===== config.mk =====
export PLATFORM = sky130hd
export DESIGN_NAME = read_homopolymer_filter
export DESIGN_NICKNAME = d
export VERILOG_FILES = /design/src/design/rhf_pkg.sv /design/src/design/rhf_front.sv /design/src/design/rhf_queue.sv /design/src/design/rhf_back.sv /design/src/design/read_homopolymer_filter.sv
export SDC_FILE = /design/constraint.sdc
export NUM_CORES = 1
export LEC_CHECK = 0
export BUFFER_PORTS_ARGS = -buffer_cell sky130_fd_sc_hd__buf_2
export CAP_MARGIN = 20
export CORE_MARGIN = 2
export CORE_UTILIZATION = 41
export CTS_CLUSTER_SIZE = 28
export DETAILED_ROUTE_END_ITERATION = 8
export SYNTH_ARGS = -nofsm -noshare
export SYNTH_HDL_FRONTEND = slang
export SYNTH_SLANG_ARGS = --single-unit

===== constraint.sdc =====
create_clock -name i_clk -period 8.4 [get_ports i_clk]
set_clock_uncertainty 0.1 [all_clocks]
set_input_delay 1.26 -clock i_clk [delete_from_list [all_inputs] [get_ports i_clk]]
set_output_delay 1.26 -clock i_clk [all_outputs]
set_load 0.02 [all_outputs]

===== src/design/rhf_pkg.sv =====
package rhf_pkg;

    localparam int unsigned MAX_READ_LENGTH = 65535;
    localparam int unsigned CNT_W = 16;
    localparam logic [CNT_W-1:0] CNT_LIMIT =
        (MAX_READ_LENGTH < 65535) ? CNT_W'(MAX_READ_LENGTH) : CNT_W'(65535);

    localparam int unsigned BASE_W = 8;
    localparam int unsigned THR_W = 8;
    localparam int unsigned CFG_DATA_W = 16;
    localparam int unsigned VERDICT_W = 2;

    localparam logic CFG_LENGTH_CUTOFF = 1'b0;
    localparam logic CFG_RUN_THRESHOLD = 1'b1;

    localparam logic [CNT_W-1:0] LENGTH_CUTOFF_RESET = 16'd50;
    localparam logic [THR_W-1:0] RUN_THRESHOLD_RESET = 8'd10;

    localparam logic [VERDICT_W-1:0] VERDICT_GOOD = 2'd0;
    localparam logic [VERDICT_W-1:0] VERDICT_SHORT = 2'd1;
    localparam logic [VERDICT_W-1:0] VERDICT_ARTIFACT = 2'd2;

    localparam int unsigned QUEUE_DEPTH = 2;
    localparam int unsigned QUEUE_PTR_W = 1;
    localparam int unsigned QUEUE_CNT_W = 2;

    // classified base: continues the current run or opens a new one
    typedef struct packed {
        logic cont;
        logic last;
    } t_rhf_op;

    function automatic logic [CNT_W-1:0] sat_inc(input logic [CNT_W-1:0] a);
        return (a >= CNT_LIMIT) ? CNT_LIMIT : a + CNT_W'(1);
    endfunction

    function automatic logic [CNT_W-1:0] sat_add(input logic [CNT_W-1:0] a,
                                                 input logic [CNT_W-1:0] b);
        logic [CNT_W:0] s;
        s = {1'b0, a} + {1'b0, b};
        return (s > {1'b0, CNT_LIMIT}) ? CNT_LIMIT : s[CNT_W-1:0];
    endfunction

endpackage


===== src/design/rhf_front.sv =====
module rhf_front import rhf_pkg::*; (
    input  logic              i_clk,
    input  logic              i_rst_n,
    input  logic              i_valid,
    output logic              o_ready,
    input  logic [BASE_W-1:0] i_base,
    input  logic              i_last,
    input  logic              i_queue_full,
    output logic              o_push,
    output t_rhf_op           o_op
);

    logic [BASE_W-1:0] r_prev_base;
    logic              r_in_read;

    assign o_ready = !i_queue_full;
    assign o_push  = i_valid && !i_queue_full;

    always_comb begin
        o_op.cont = r_in_read && (i_base == r_prev_base);
        o_op.last = i_last;
    end

    always_ff @(posedge i_clk) begin
        if (!i_rst_n) begin
            r_in_read   <= 1'b0;
            r_prev_base <= '0;
        end else if (o_push) begin
            r_in_read   <= !i_last;
            r_prev_base <= i_base;
        end
    end

endmodule


===== src/design/rhf_queue.sv =====
module rhf_queue import rhf_pkg::*; (
    input  logic    i_clk,
    input  logic    i_rst_n,
    input  logic    i_push,
    input  t_rhf_op i_op,
    output logic    o_full,
    input  logic    i_pop,
    output logic    o_valid,
    output t_rhf_op o_op
);

    t_rhf_op                r_mem [QUEUE_DEPTH];
    logic [QUEUE_PTR_W-1:0] r_wr_ptr;
    logic [QUEUE_PTR_W-1:0] r_rd_ptr;
    logic [QUEUE_CNT_W-1:0] r_count;

    assign o_full  = (r_count == QUEUE_CNT_W'(QUEUE_DEPTH));
    assign o_valid = (r_count != '0);
    assign o_op    = r_mem[r_rd_ptr];

    always_ff @(posedge i_clk) begin
        if (i_push) begin
            r_mem[r_wr_ptr] <= i_op;
        end
    end

    always_ff @(posedge i_clk) begin
        if (!i_rst_n) begin
            r_wr_ptr <= '0;
            r_rd_ptr <= '0;
            r_count  <= '0;
        end else begin
            if (i_push) begin
                r_wr_ptr <= r_wr_ptr + QUEUE_PTR_W'(1);
            end
            if (i_pop) begin
                r_rd_ptr <= r_rd_ptr + QUEUE_PTR_W'(1);
            end
            if (i_push && !i_pop) begin
                r_count <= r_count + QUEUE_CNT_W'(1);
            end else if (!i_push && i_pop) begin
                r_count <= r_count - QUEUE_CNT_W'(1);
            end
        end
    end

endmodule


===== src/design/rhf_back.sv =====
module rhf_back import rhf_pkg::*; (
    input  logic                 i_clk,
    input  logic                 i_rst_n,
    input  logic                 i_op_valid,
    input  t_rhf_op              i_op,
    output logic                 o_pop,
    input  logic [CNT_W-1:0]     i_length_cutoff,
    input  logic [THR_W-1:0]     i_run_threshold,
    output logic                 o_valid,
    input  logic                 i_ready,
    output logic [VERDICT_W-1:0] o_verdict,
    output logic [CNT_W-1:0]     o_read_length,
    output logic [CNT_W-1:0]     o_repeat_bases
);

    logic [CNT_W-1:0]     r_run_len;
    logic [CNT_W-1:0]     r_repeat_sum;
    logic [CNT_W-1:0]     r_length_count;
    logic                 r_out_valid;
    logic [VERDICT_W-1:0] r_verdict;
    logic [CNT_W-1:0]     r_out_length;
    logic [CNT_W-1:0]     r_out_repeat;

    logic [CNT_W-1:0]     n_run_len;
    logic [CNT_W-1:0]     n_repeat_sum;
    logic [CNT_W-1:0]     n_length_count;
    logic [CNT_W-1:0]     n_final_sum;
    logic [VERDICT_W-1:0] n_verdict;
    logic [CNT_W-1:0]     w_thr;

    assign w_thr = {{(CNT_W-THR_W){1'b0}}, i_run_threshold};
    assign o_pop = i_op_valid && (!i_op.last || !r_out_valid || i_ready);

    always_comb begin
        // close the previous run when this base opens a new one
        if (!i_op.cont && (r_run_len > w_thr)) begin
            n_repeat_sum = sat_add(r_repeat_sum, r_run_len);
        end else begin
            n_repeat_sum = r_repeat_sum;
        end
        n_run_len      = i_op.cont ? sat_inc(r_run_len) : CNT_W'(1);
        n_length_count = sat_inc(r_length_count);
        // final run closes at end of read
        n_final_sum = (n_run_len > w_thr) ? sat_add(n_repeat_sum, n_run_len)
                                          : n_repeat_sum;
        if (n_length_count < i_length_cutoff) begin
            n_verdict = VERDICT_SHORT;
        end else if ({n_final_sum, 1'b0} > {1'b0, n_length_count}) begin
            n_verdict = VERDICT_ARTIFACT;
        end else begin
            n_verdict = VERDICT_GOOD;
        end
    end

    always_ff @(posedge i_clk) begin
        if (!i_rst_n) begin
            r_run_len      <= '0;
            r_repeat_sum   <= '0;
            r_length_count <= '0;
            r_out_valid    <= 1'b0;
        end else begin
            if (o_pop) begin
                if (i_op.last) begin
                    r_run_len      <= '0;
                    r_repeat_sum   <= '0;
                    r_length_count <= '0;
                end else begin
                    r_run_len      <= n_run_len;
                    r_repeat_sum   <= n_repeat_sum;
                    r_length_count <= n_length_count;
                end
            end
            if (o_pop && i_op.last) begin
                r_out_valid <= 1'b1;
            end else if (i_ready) begin
                r_out_valid <= 1'b0;
            end
        end
    end

    always_ff @(posedge i_clk) begin
        if (o_pop && i_op.last) begin
            r_verdict    <= n_verdict;
            r_out_length <= n_length_count;
            r_out_repeat <= n_final_sum;
        end
    end

    assign o_valid        = r_out_valid;
    assign o_verdict      = r_verdict;
    assign o_read_length  = r_out_length;
    assign o_repeat_bases = r_out_repeat;

endmodule


===== src/design/read_homopolymer_filter.sv =====
// output: the last base of a read is pushed into the queue when accepted, and its pop
//   updates the output reg; the pop waits while an earlier verdict is stalled
// throughput: one base per cycle while the queue is not full; the back counters update on each popped base
// reset: synchronous active low; clears run state, queue and output valid,
//   length_cutoff returns to 50 and run_threshold to 10
module read_homopolymer_filter import rhf_pkg::*; (
    input  logic                  i_clk,
    input  logic                  i_rst_n,
    input  logic                  i_valid,
    output logic                  o_ready,
    input  logic [BASE_W-1:0]     i_base,
    input  logic                  i_last,
    output logic                  o_valid,
    input  logic                  i_ready,
    output logic [VERDICT_W-1:0]  o_verdict,
    output logic [CNT_W-1:0]      o_read_length,
    output logic [CNT_W-1:0]      o_repeat_bases,
    input  logic                  i_cfg_valid,
    output logic                  o_cfg_ready,
    input  logic                  i_cfg_index,
    input  logic [CFG_DATA_W-1:0] i_cfg_data
);

    logic [CNT_W-1:0] r_length_cutoff;
    logic [THR_W-1:0] r_run_threshold;

    logic    w_push;
    t_rhf_op w_push_op;
    logic    w_full;
    logic    w_pop;
    logic    w_op_valid;
    t_rhf_op w_op;

    assign o_cfg_ready = 1'b1;

    always_ff @(posedge i_clk) begin
        if (!i_rst_n) begin
            r_length_cutoff <= LENGTH_CUTOFF_RESET;
            r_run_threshold <= RUN_THRESHOLD_RESET;
        end else if (i_cfg_valid) begin
            case (i_cfg_index)
                CFG_LENGTH_CUTOFF: r_length_cutoff <= i_cfg_data[CNT_W-1:0];
                CFG_RUN_THRESHOLD: r_run_threshold <= i_cfg_data[THR_W-1:0];
                default: ;
            endcase
        end
    end

    rhf_front u_front (
        .i_clk        (i_clk),
        .i_rst_n      (i_rst_n),
        .i_valid      (i_valid),
        .o_ready      (o_ready),
        .i_base       (i_base),
        .i_last       (i_last),
        .i_queue_full (w_full),
        .o_push       (w_push),
        .o_op         (w_push_op)
    );

    rhf_queue u_queue (
        .i_clk   (i_clk),
        .i_rst_n (i_rst_n),
        .i_push  (w_push),
        .i_op    (w_push_op),
        .o_full  (w_full),
        .i_pop   (w_pop),
        .o_valid (w_op_valid),
        .o_op    (w_op)
    );

    rhf_back u_back (
        .i_clk           (i_clk),
        .i_rst_n         (i_rst_n),
        .i_op_valid      (w_op_valid),
        .i_op            (w_op),
        .o_pop           (w_pop),
        .i_length_cutoff (r_length_cutoff),
        .i_run_threshold (r_run_threshold),
        .o_valid         (o_valid),
        .i_ready         (i_ready),
        .o_verdict       (o_verdict),
        .o_read_length   (o_read_length),
        .o_repeat_bases  (o_repeat_bases)
    );

endmodule


# Word-level counts from Yosys, hierarchy flattened
# Memory sizes are Yosys's and may differ from the RTL's. A register that Yosys moved wholly into a read port is not among the register bits.
# Cells that the tools add are included.
classes:
  add_sub_neg: 8
  magnitude_cmp: 8
  eq_ne: 2
  n_mux: 19
  bitwise_logic: 1
  n_reduce_logical: 21
ops:
  columns: ["cell", "n"]
  rows:
  - ["2-to-1 mux 16 bit", 10]
  - ["adder 16 x 16 -> 17 bit", 2]
  - ["greater-than comparator 17 x 16 -> 1 bit (second input constant)", 2]
  - ["adder 16 x 1 -> 16 bit (second input constant)", 2]
  - ["greater-or-equal comparator 16 bit (second input constant)", 2]
  - ["greater-than comparator 16 x 8 -> 1 bit", 2]
  - ["greater-than comparator 17 x 16 -> 1 bit", 1]
  - ["< comparator 16 bit", 1]
  - ["equality test 8 bit", 1]
  - ["logical AND 1 bit", 7]
  - ["zero test 1 bit", 7]
  - ["2-to-1 mux 1 bit", 6]
  - ["2-to-1 mux 2 bit", 3]
  - ["nonzero test 2 bit", 3]
  - ["AND reduction 2 bit", 2]
  - ["adder 1 bit (second input constant)", 2]
  - ["adder 2 x 1 -> 2 bit (second input constant)", 1]
  - ["equality test 2 bit (second input constant)", 1]
  - ["logical OR 1 bit", 2]
  - ["subtractor 2 x 1 -> 2 bit (second input constant)", 1]
  - ["NOT 1 bit", 1]
totals:
  register_bits: 120
  ramBits: 4
  out_inout_bits: 37
  wordCells: 74
  mem_count: 1
mem_list:
  columns: ["name", "depth", "word_bits", "rd", "rd_ports_with_merged_regs", "wr", "line", "source"]
  rows:
  - ["u_queue.r_mem", 2, 2, 1, 1, 1, "rhf_queue.sv:12", "t_rhf_op r_mem [QUEUE_DEPTH];"]

# Longest topological paths before layout
# Gate-level depths: netlist (run 1).
logic_depth:
  ltp_word: 10
  ltp_mapped: 34
  ltp_nobuf: 33

# By module
# A second synthesis (run 1) with hierarchy kept.
hier_totals:
  hier_cells: 979
  area_unflattened_um2: 8767.2
modules_own_cells:
  columns: ["module", "instances", "cells_per_inst", "area_each_um2", "seq_area_each_um2"]
  rows:
  - ["rhf_back", 1, 793, 6931.6, 2001.9]
  - ["read_homopolymer_filter", 1, 105, 989.7, 480.5]
  - ["rhf_front", 1, 53, 481.7, 180.2]
  - ["rhf_queue", 1, 28, 364.1, 220.2]

# Worst setup path after synthesis (run 1)
# Ideal clock, no wire load.
synth_path:
  path_kind: "register -> register"
  start: "reg u_back.r_run_len[13]"
  end: "reg u_back.r_verdict[1] (netlist: u_back.o_verdict[1]), data pin"
  setup_time_ps: 272
  arrival_ps: 6175
  required_time_ps: 8028
  slack_ps: 1853
  stages_incl_launch_ff: 32
  path_cell_list: "dfxtp_1 buf_6 or4_4 nor3_1 nand4_2 and2_1 buf_2 buf_1 o22ai_1 inv_1 ha_1 fa_1 a21o_1 a21oi_1 nor2b_1 o41a_1 a211oi_2 o21ai_1 a211o_1 buf_6 nor3_1 nor2_1 ha_1 a21o_1 a21o_1 a211o_1 a21oi_1 o21bai_1 a21oi_1 a31oi_1 nor3_1 a211oi_1"
synth_via:
  elab_chain_len: 10
  elab_cells_between_ends: 17
  cone_classes: "add/sub (3); order compare (6); mux (7); reduce/logical (1)"
synth_rtl:
  columns: ["element", "line", "source"]
  rows:
  - ["start, declared", "rhf_back.sv:16", "logic [CNT_W-1:0] r_run_len;"]
  - ["start signal, assigned", "rhf_back.sv:68", "r_run_len <= n_run_len;"]
  - ["adder 16 x 16 -> 17 bit", "rhf_pkg.sv:40", "s = {1'b0, a} + {1'b0, b};"]
  - ["greater-than comparator 17 x 16 -> 1 bit", "rhf_pkg.sv:41", "return (s > {1'b0, CNT_LIMIT}) ? CNT_LIMIT : s[CNT_W-1:0];"]
  - ["2-to-1 mux 16 bit", "rhf_pkg.sv:41", null]
  - ["2-to-1 mux 16 bit", "rhf_back.sv:36", "if (!i_op.cont && (r_run_len > w_thr)) begin"]
  - ["adder 16 x 16 -> 17 bit", "rhf_pkg.sv:40", null]
  - ["greater-than comparator 17 x 16 -> 1 bit", "rhf_pkg.sv:41", null]
  - ["2-to-1 mux 16 bit", "rhf_pkg.sv:41", null]
  - ["2-to-1 mux 16 bit (*)", "rhf_back.sv:44", "n_final_sum = (n_run_len > w_thr) ? sat_add(n_repeat_sum, n_run_len)"]
  - ["named net u_back.n_final_sum[1]", "rhf_back.sv:27", "logic [CNT_W-1:0] n_final_sum;"]
  - ["greater-than comparator 17 x 16 -> 1 bit (*)", "rhf_back.sv:48", "end else if ({n_final_sum, 1'b0} > {1'b0, n_length_count}) begin"]
  - ["2-to-1 mux 2 bit (*)", "rhf_back.sv:48", null]
  - ["end signal, assigned", "rhf_back.sv:83", "r_verdict <= n_verdict;"]
  - ["end, declared", "rhf_back.sv:20", "logic [VERDICT_W-1:0] r_verdict;"]
# The timed path passes the listed nets; every way through them passes the cells marked *.
# A chain may end at the register's enable or synchronous reset.

# Final worst setup path (run 1)
layout_path:
  start: "reg u_back.r_run_len[6]"
  end: "reg u_back.r_verdict[1] (netlist: u_back.o_verdict[1]), data pin"
# Same word-level chain as after synthesis.

==> results.sh, run 1 <==
export IMPL_wl_um=22200
export IMPL_clock_tree_buffer_depth=2
export IMPL_cts_resized=0
export IMPL_ys_ff_latch=125
export IMPL_seqPwrFrac_pct=38.1
export IMPL_max_stage_delay_ns=0.55
export IMPL_power_switching_mw=0.685
export IMPL_synth_edf_count=38
export IMPL_clk_pin_slew_ns=0.06
export IMPL_drt_first_pass_iters=6
export IMPL_final_antenna_net_count=0
export IMPL_leakage_nw=4.02
export IMPL_synthDistinctLibCells=67
export IMPL_cts_buffers=17
export IMPL_startpoint="u_back.r_run_len[6]"
export IMPL_fin_setup_tns_ns=0
export IMPL_tritoncts="built"
export IMPL_antenna_found_initial=0
export IMPL_layout_commonest_cell="nand2_1"
export IMPL_port_buffers=66
export IMPL_power_frac_clock_pct=37.0
export IMPL_dp_hpwl_um=16400
export IMPL_postCtsHoldBufs=0
export IMPL_drt_iter0_markers=473
export IMPL_worst_slew_pin_slew_ns=0.816
export IMPL_cts_sinks=125
export IMPL_synthesis_nets=1116
export IMPL_dieArea_mm2=0.0219
export IMPL_crit_type="register to register"
export IMPL_vias=7312
export IMPL_start_kind="register"
export IMPL_power_density_mw_per_mm2=202
export IMPL_yosysSeqAreaShare_pct=33.9
export IMPL_total_power_mw=1.95
export IMPL_status="completed"
export IMPL_ios=68
export IMPL_finalWorstSetupSlack_ns=0.887
export IMPL_synth_async_sr_flop_share_pct=0
export IMPL_p_int_mw=1.27
export IMPL_core_mm2=0.0203
export IMPL_slew_viol_final=0
export IMPL_viasPerCell=5.45
export IMPL_worstPathArrival_ns=7.67
export IMPL_wl_per_cell_um=16.6
export IMPL_place_gp_congestion=0.913
export IMPL_hold_viol=0
export IMPL_cp_common_cell="a21oi_1"
export IMPL_min_period_ns=7.51
export IMPL_synth_area_mm2=0.00851
export IMPL_initial_utilization_pct=41.9
export IMPL_drive_gt1_share_pct=12.1
export IMPL_cts_root_buf="clkbuf_16"
export IMPL_reg2reg_from="u_back.r_run_len[6]"
export IMPL_hold_path_class="register to register"
export IMPL_cts_setup_buffers=0
export IMPL_final_cell_mix="114 x nand2_1, 87 x dfxtp_1, 75 x ha_1"
export IMPL_path_max_fanout=21
export IMPL_syn_to_final_growth_pct=13.5
export IMPL_grt_pass1_vias=6911
export IMPL_worstHoldStart="r_run_threshold[4]"
export IMPL_htree_levels=4
export IMPL_yosys_warnings=0
export IMPL_dp_slack_ns=0.987
export IMPL_seq_area_mm2=0.00288
export IMPL_crit_path_end_kind="register"
export IMPL_fmax_mhz=133
export IMPL_drc_errors=0
export IMPL_grt_max_degree=88
export IMPL_grt_pass1_wl_um=36200
export IMPL_cap_violations=0
export IMPL_combPwrFrac_pct=25.0
export IMPL_die_y_um=148
export IMPL_slowest_stage="dfxtp_1"
export IMPL_setup_viol=0
export IMPL_switching_share_pct=35.1
export IMPL_finalNetCount=1166
export IMPL_die_x_um=148
export IMPL_rsz0062_at_grt="no"
export IMPL_grt_overflow=0
export IMPL_row_count=52
export IMPL_synth_avg_cell_area_um2=8.45
export IMPL_post_route_period_util_pct=89.4
export IMPL_required_ns=8.55
export IMPL_synth_cells=1008
export IMPL_max_slew_margin_pct=45.6
export IMPL_fill_cells=2025
export IMPL_worst_ir_drop_vdd_mv=0.143
export IMPL_clk_latency_ns=0.43
export IMPL_n_antenna_cell=0
export IMPL_multi_input_area_mm2=0.00522
export IMPL_ys_flop_type="dfxtp_1"
export IMPL_track_usage_pct=20.8
-- cell families after synthesis --
family	Yosys count	synth area share [%]
DFF	125	33.9
AOI/OAI and AO/OA	299	23.3
xor gates and xnor gates	49	5.04
muxes	8	0.999
adders and majority gates	77	11.5
buffers and inverters	108	5.04
other	1	0.0440
and+or+nand+nor	341	20.2
-- layout make-up --
cell class,count,area share [%]
timing repair buffer,75,4.25
sequential,125,29.8
tap,270,3.50
multi-input combinational,775,54.0
clock inverter,14,1.24
inverter,64,2.49
clock buffer,18,4.66
-- flip-flops by register name, indices dropped and copies added, names as in the netlist, 2 cells and up, named ones only --
name / flops
u_queue.r_mem: 4
u_back.o_read_length: 16
u_back.o_repeat_bases: 16
u_back.o_verdict: 2
r_run_threshold: 8
u_queue.r_count: 2
u_back.r_length_count: 16
u_back.r_repeat_sum: 16
u_front.r_prev_base: 8
r_length_cutoff: 16
u_back.r_run_len: 16
-- metrics by stage --
| step | std cells | cell area [um2] | utilization [%] | hold slack (ns) |
|---|---|---|---|---|
| 4_1_cts | 1340 | 9640 | 47.5 | 0.369 |
| 6_report | 1341 | 9660 | 47.6 | 0.364 |
| 3_3_place_gp | 1308 | 9070 | 44.7 | 0.356 |
| 3_5_place_dp | 1308 | 9070 | 44.7 | 0.360 |
| 2_1_floorplan | 1008 | 8510 | - | 0.343 |
| 5_1_grt | 1341 | 9660 | 47.6 | 0.389 |
-- worst max-delay path: cells and delay by family (launching register included) --
family,cells,cell delay (ns)
AOI/OAI and AO/OA,15,3.58
and+or+nand+nor,9,1.54
adders and majority gates,4,1.27
DFF,1,0.55
buffers and inverters,2,0.31
-- routing by layer --
layer  up-vias  track usage [%]  routed length, um
li1       3733                -                  -
met1      3394             28.9              11100
met2       157             32.7               9910
met3        28             3.68                827
met4         0             6.81                374
met5         -                0                  0
-- cells in the mapped netlist, types with 6 or more instances --
master,instances,share of area [%]
nand2_1,114,5.0
dfxtp_1,87,20
ha_1,75,11
a21oi_1,67,3.9
inv_1,62,2.7
nor2_1,51,2.2
o21ai_0,51,3.0
nor2b_1,47,3.5
a22oi_1,40,3.5
edfxtp_1,38,13
a21boi_0,33,2.9
clkbuf_1,33,1.5
xor2_1,28,2.9
a21o_1,25,2.2
and2_1,22,1.6
nand3_1,21,1.2
xnor2_1,21,2.2
nor3_1,19,1.1
nand4_1,15,1.1
o211ai_1,15,1.3
a31oi_1,10,0.73
nand2b_1,9,0.66
and3_1,8,0.59
o21a_1,8,0.71
o22ai_1,7,0.51
or3_1,7,0.51
a211oi_1,6,0.53
o21ai_1,6,0.35
-- power groups by stage --
stage,clock (mW),sequential [mW],combinational (mW)
4_1_cts,0.734,0.746,0.481
3_5_place_dp,0,0.759,0.478
5_1_grt,0.758,0.750,0.536
6_report,0.722,0.744,0.488
3_3_place_gp,0,0.758,0.476
2_1_floorplan,0,0.798,0.278
-- path summary, 6_finish.rpt --
path	cells past startpoint	end	slack [ns]
worst max-delay path	30	u_back.o_verdict[1]	0.89
worst min-delay path	2	r_run_threshold[4]	0.36
worst max register to register	30	u_back.o_verdict[1]	0.89
worst min register to register	2	r_run_threshold[4]	0.36
Power figures use the tool's default switching activity.
==> inputs of run 2 (changes only) <==
Settings changed: SYNTH_HIERARCHICAL from default to 1.
==> run 2 against run 1 <==
Compared with the run above:
- first-iteration DRC count grew 29%
- largest power group is now clock
- wire length is 3.3% higher
- maximum frequency rose by 2.0%
- register-to-register slack improved by 0.15 ns
- cell area up 2.1%
==> results.sh, run 2 <==
export IMPL_status="completed"
export IMPL_placed_area_mm2=0.00925
export IMPL_slew_viol_final=0
export IMPL_synth_top_area_share_pct=19.9
export IMPL_fin_setup_tns_ns=0
export IMPL_fill_cells=2013
export IMPL_ios=68
export IMPL_grt_pass1_vias=6822
export IMPL_ys_flop_type="dfxtp_1"
export IMPL_r2r_cells=27
export IMPL_final_cell_mix="109 x nand2_1, 87 x dfxtp_1, 82 x ha_1"
export IMPL_stdcell_count=1317
export IMPL_synth_async_sr_flop_share_pct=0
export IMPL_synth_area_mm2=0.00877
export IMPL_n_antenna_cell=0
export IMPL_place_gp_congestion=0.869
export IMPL_grt_max_degree=104
export IMPL_power_density_mw_per_mm2=203
export IMPL_cts_buffers=17
export IMPL_dieArea_mm2=0.0226
export IMPL_cp_top_family="compound AO/OA/AOI/OAI gates"
export IMPL_drc_errors=0
export IMPL_cts_root_buf="clkbuf_16"
export IMPL_drive_gt1_share_pct=14.4
export IMPL_cts_setup_buffers=0
export IMPL_yosysSeqAreaShare_pct=32.9
export IMPL_initial_utilization_pct=41.7
export IMPL_max_stage_delay_ns=0.88
export IMPL_synth_cells=979
export IMPL_clk_latency_ns=0.44
export IMPL_tritoncts="built"
export IMPL_grt_overflow=0
export IMPL_drt_iter0_markers=608
export IMPL_cap_violations=0
export IMPL_path_buf_inv=2
export IMPL_cts_resized=0
export IMPL_fmax_mhz=136
export IMPL_port_buffers=66
export IMPL_crit_type="register to register"
export IMPL_finalInstanceArea_mm2=0.00986
export IMPL_synthesis_nets=1094
export IMPL_die_y_um=150
export IMPL_row_count=53
export IMPL_htree_levels=4
export IMPL_leakage_nw=4.20
export IMPL_yosysMostFrequentCell="nand2_1"
export IMPL_post_route_period_util_pct=87.7
export IMPL_path_max_fanout=15
export IMPL_vias=7362
export IMPL_dp_cells=1285
export IMPL_clk_pin_slew_ns=0.06
export IMPL_hold_path_class="register to register"
export IMPL_critical_path_cell_count=27
export IMPL_wl_um=23000
export IMPL_drt_first_pass_iters=5
export IMPL_crit_path_end_kind="register"
export IMPL_syn_to_final_growth_pct=12.5
export IMPL_max_slew_margin_pct=27.6
export IMPL_rsz0062_at_grt="no"
export IMPL_start_kind="register"
export IMPL_grt_pass1_wl_um=36500
export IMPL_viasPerCell=5.59
export IMPL_synthDistinctLibCells=93
export IMPL_worstPathArrival_ns=7.42
export IMPL_layout_commonest_cell="nand2_1"
export IMPL_setup_viol=0
export IMPL_hold_viol=0
export IMPL_core_mm2=0.0210
export IMPL_r2r_slack_ns=1.03
export IMPL_track_usage_pct=21.0
export IMPL_min_period_ns=7.37
export IMPL_required_ns=8.46
export IMPL_finalNetCount=1144
export IMPL_worst_ir_drop_vdd_mv=0.173
export IMPL_cts_sinks=125
export IMPL_final_antenna_net_count=0
export IMPL_synthTopCellsByCount="109 x nand2_1, 87 x dfxtp_1, 82 x ha_1, 77 x inv_1, 46 x a21oi_1"
export IMPL_slowest_stage="o21ai_1"
export IMPL_die_x_um=150
export IMPL_dp_hpwl_um=16900
export IMPL_yosysTopAreaCell="dfxtp_1"
export IMPL_clock_tree_buffer_depth=2
export IMPL_ys_ff_latch=125
export IMPL_wl_per_cell_um=17.4
export IMPL_yosys_warnings=6
export IMPL_worst_slew_pin_slew_ns=1.08
export IMPL_postCtsHoldBufs=0
export IMPL_antenna_found_initial=0
export IMPL_worstHoldPathCells=2
export IMPL_synth_edf_count=38
export IMPL_synth_avg_cell_area_um2=8.96
export IMPL_synth_area_leaders="dfxtp_1 20%, edfxtp_1 13%, ha_1 12%"
==> run 2: cell count changes after synthesis, moves of 15 or more <==
cell	previous run	this run
mux2i_1	4	24
a21oi_1	67	46
a22oi_1	40	25
inv_1	62	77
o21ai_0	51	34
a21boi_0	33	4
==> run 2: logic make-up (layout without fill, tap and decap cells) <==
logic type	count (synthesis)	after routing	share of synthesized area, %
other	1	1	0.0428
adders and majority gates	84	84	12.2
muxes	27	27	3.13
buffers and inverters	122	185	6.35
and+or+nand+nor	307	307	18.6
DFF	125	125	32.9
AOI/OAI and AO/OA	269	269	22.5
xor gates and xnor gates	44	44	4.40
==> run 2: path summary, 6_finish.rpt <==
kind / end / start
hold reg to reg: r_length_cutoff[14] / r_length_cutoff[14]
hold / removal: r_length_cutoff[14] / r_length_cutoff[14]
setup / recovery: u_back/o_verdict[1] / u_back/r_run_len[0]
setup reg to reg: u_back/o_verdict[1] / u_back/r_run_len[0]
==> run 2: worst min-delay path, delay by kind of cell (launching register included) <==
family           cells  cell delay [ns]
flip-flops           1             0.31
multiplexers         1             0.05
AND/OR/NAND/NOR      1             0.05
==> run 2: per-layer routing <==
metal | track usage, % | routed length [um] | share of wire, %
met1 | 29.2 | 11000 | 48
met2 | 33.5 | 10500 | 46
met3 | 3.88 | 1160 | 5.0
met4 | 5.94 | 335 | 1.5
met5 | 0 | 0 | 0
==> run 2: cell type report <==
class,count,area [um2],area share (%)
well taps,275,344,3.49
flip-flops and latches,125,2880,29.2
inverters,80,300,3.04
clock inverters,14,169,1.71
clock buffers,18,450,4.57
multi-input cells,732,5340,54.1
repair buffers,73,383,3.88
==> run 2: through the flow <==
stage	power [mW]	hold WS [ns]	setup slack (ns)	util (%)
6_report	2.00	0.357	1.03	46.9
5_1_grt	2.10	0.377	0.569	46.9
4_1_cts	2.02	0.361	1.13	46.9
3_5_place_dp	1.24	0.349	1.21	44.0
3_3_place_gp	1.23	0.345	1.33	44.0
2_1_floorplan	1.08	0.335	2.05	-
==> run 2: power breakdown <==
part	total [mW]	leakage [nW]	switching [mW]	internal, mW
combinational	0.480	2.83	0.328	0.151
clock	0.776	0.304	0.310	0.466
sequential	0.745	1.07	0.0343	0.711
total	2.00	4.20	0.672	1.33
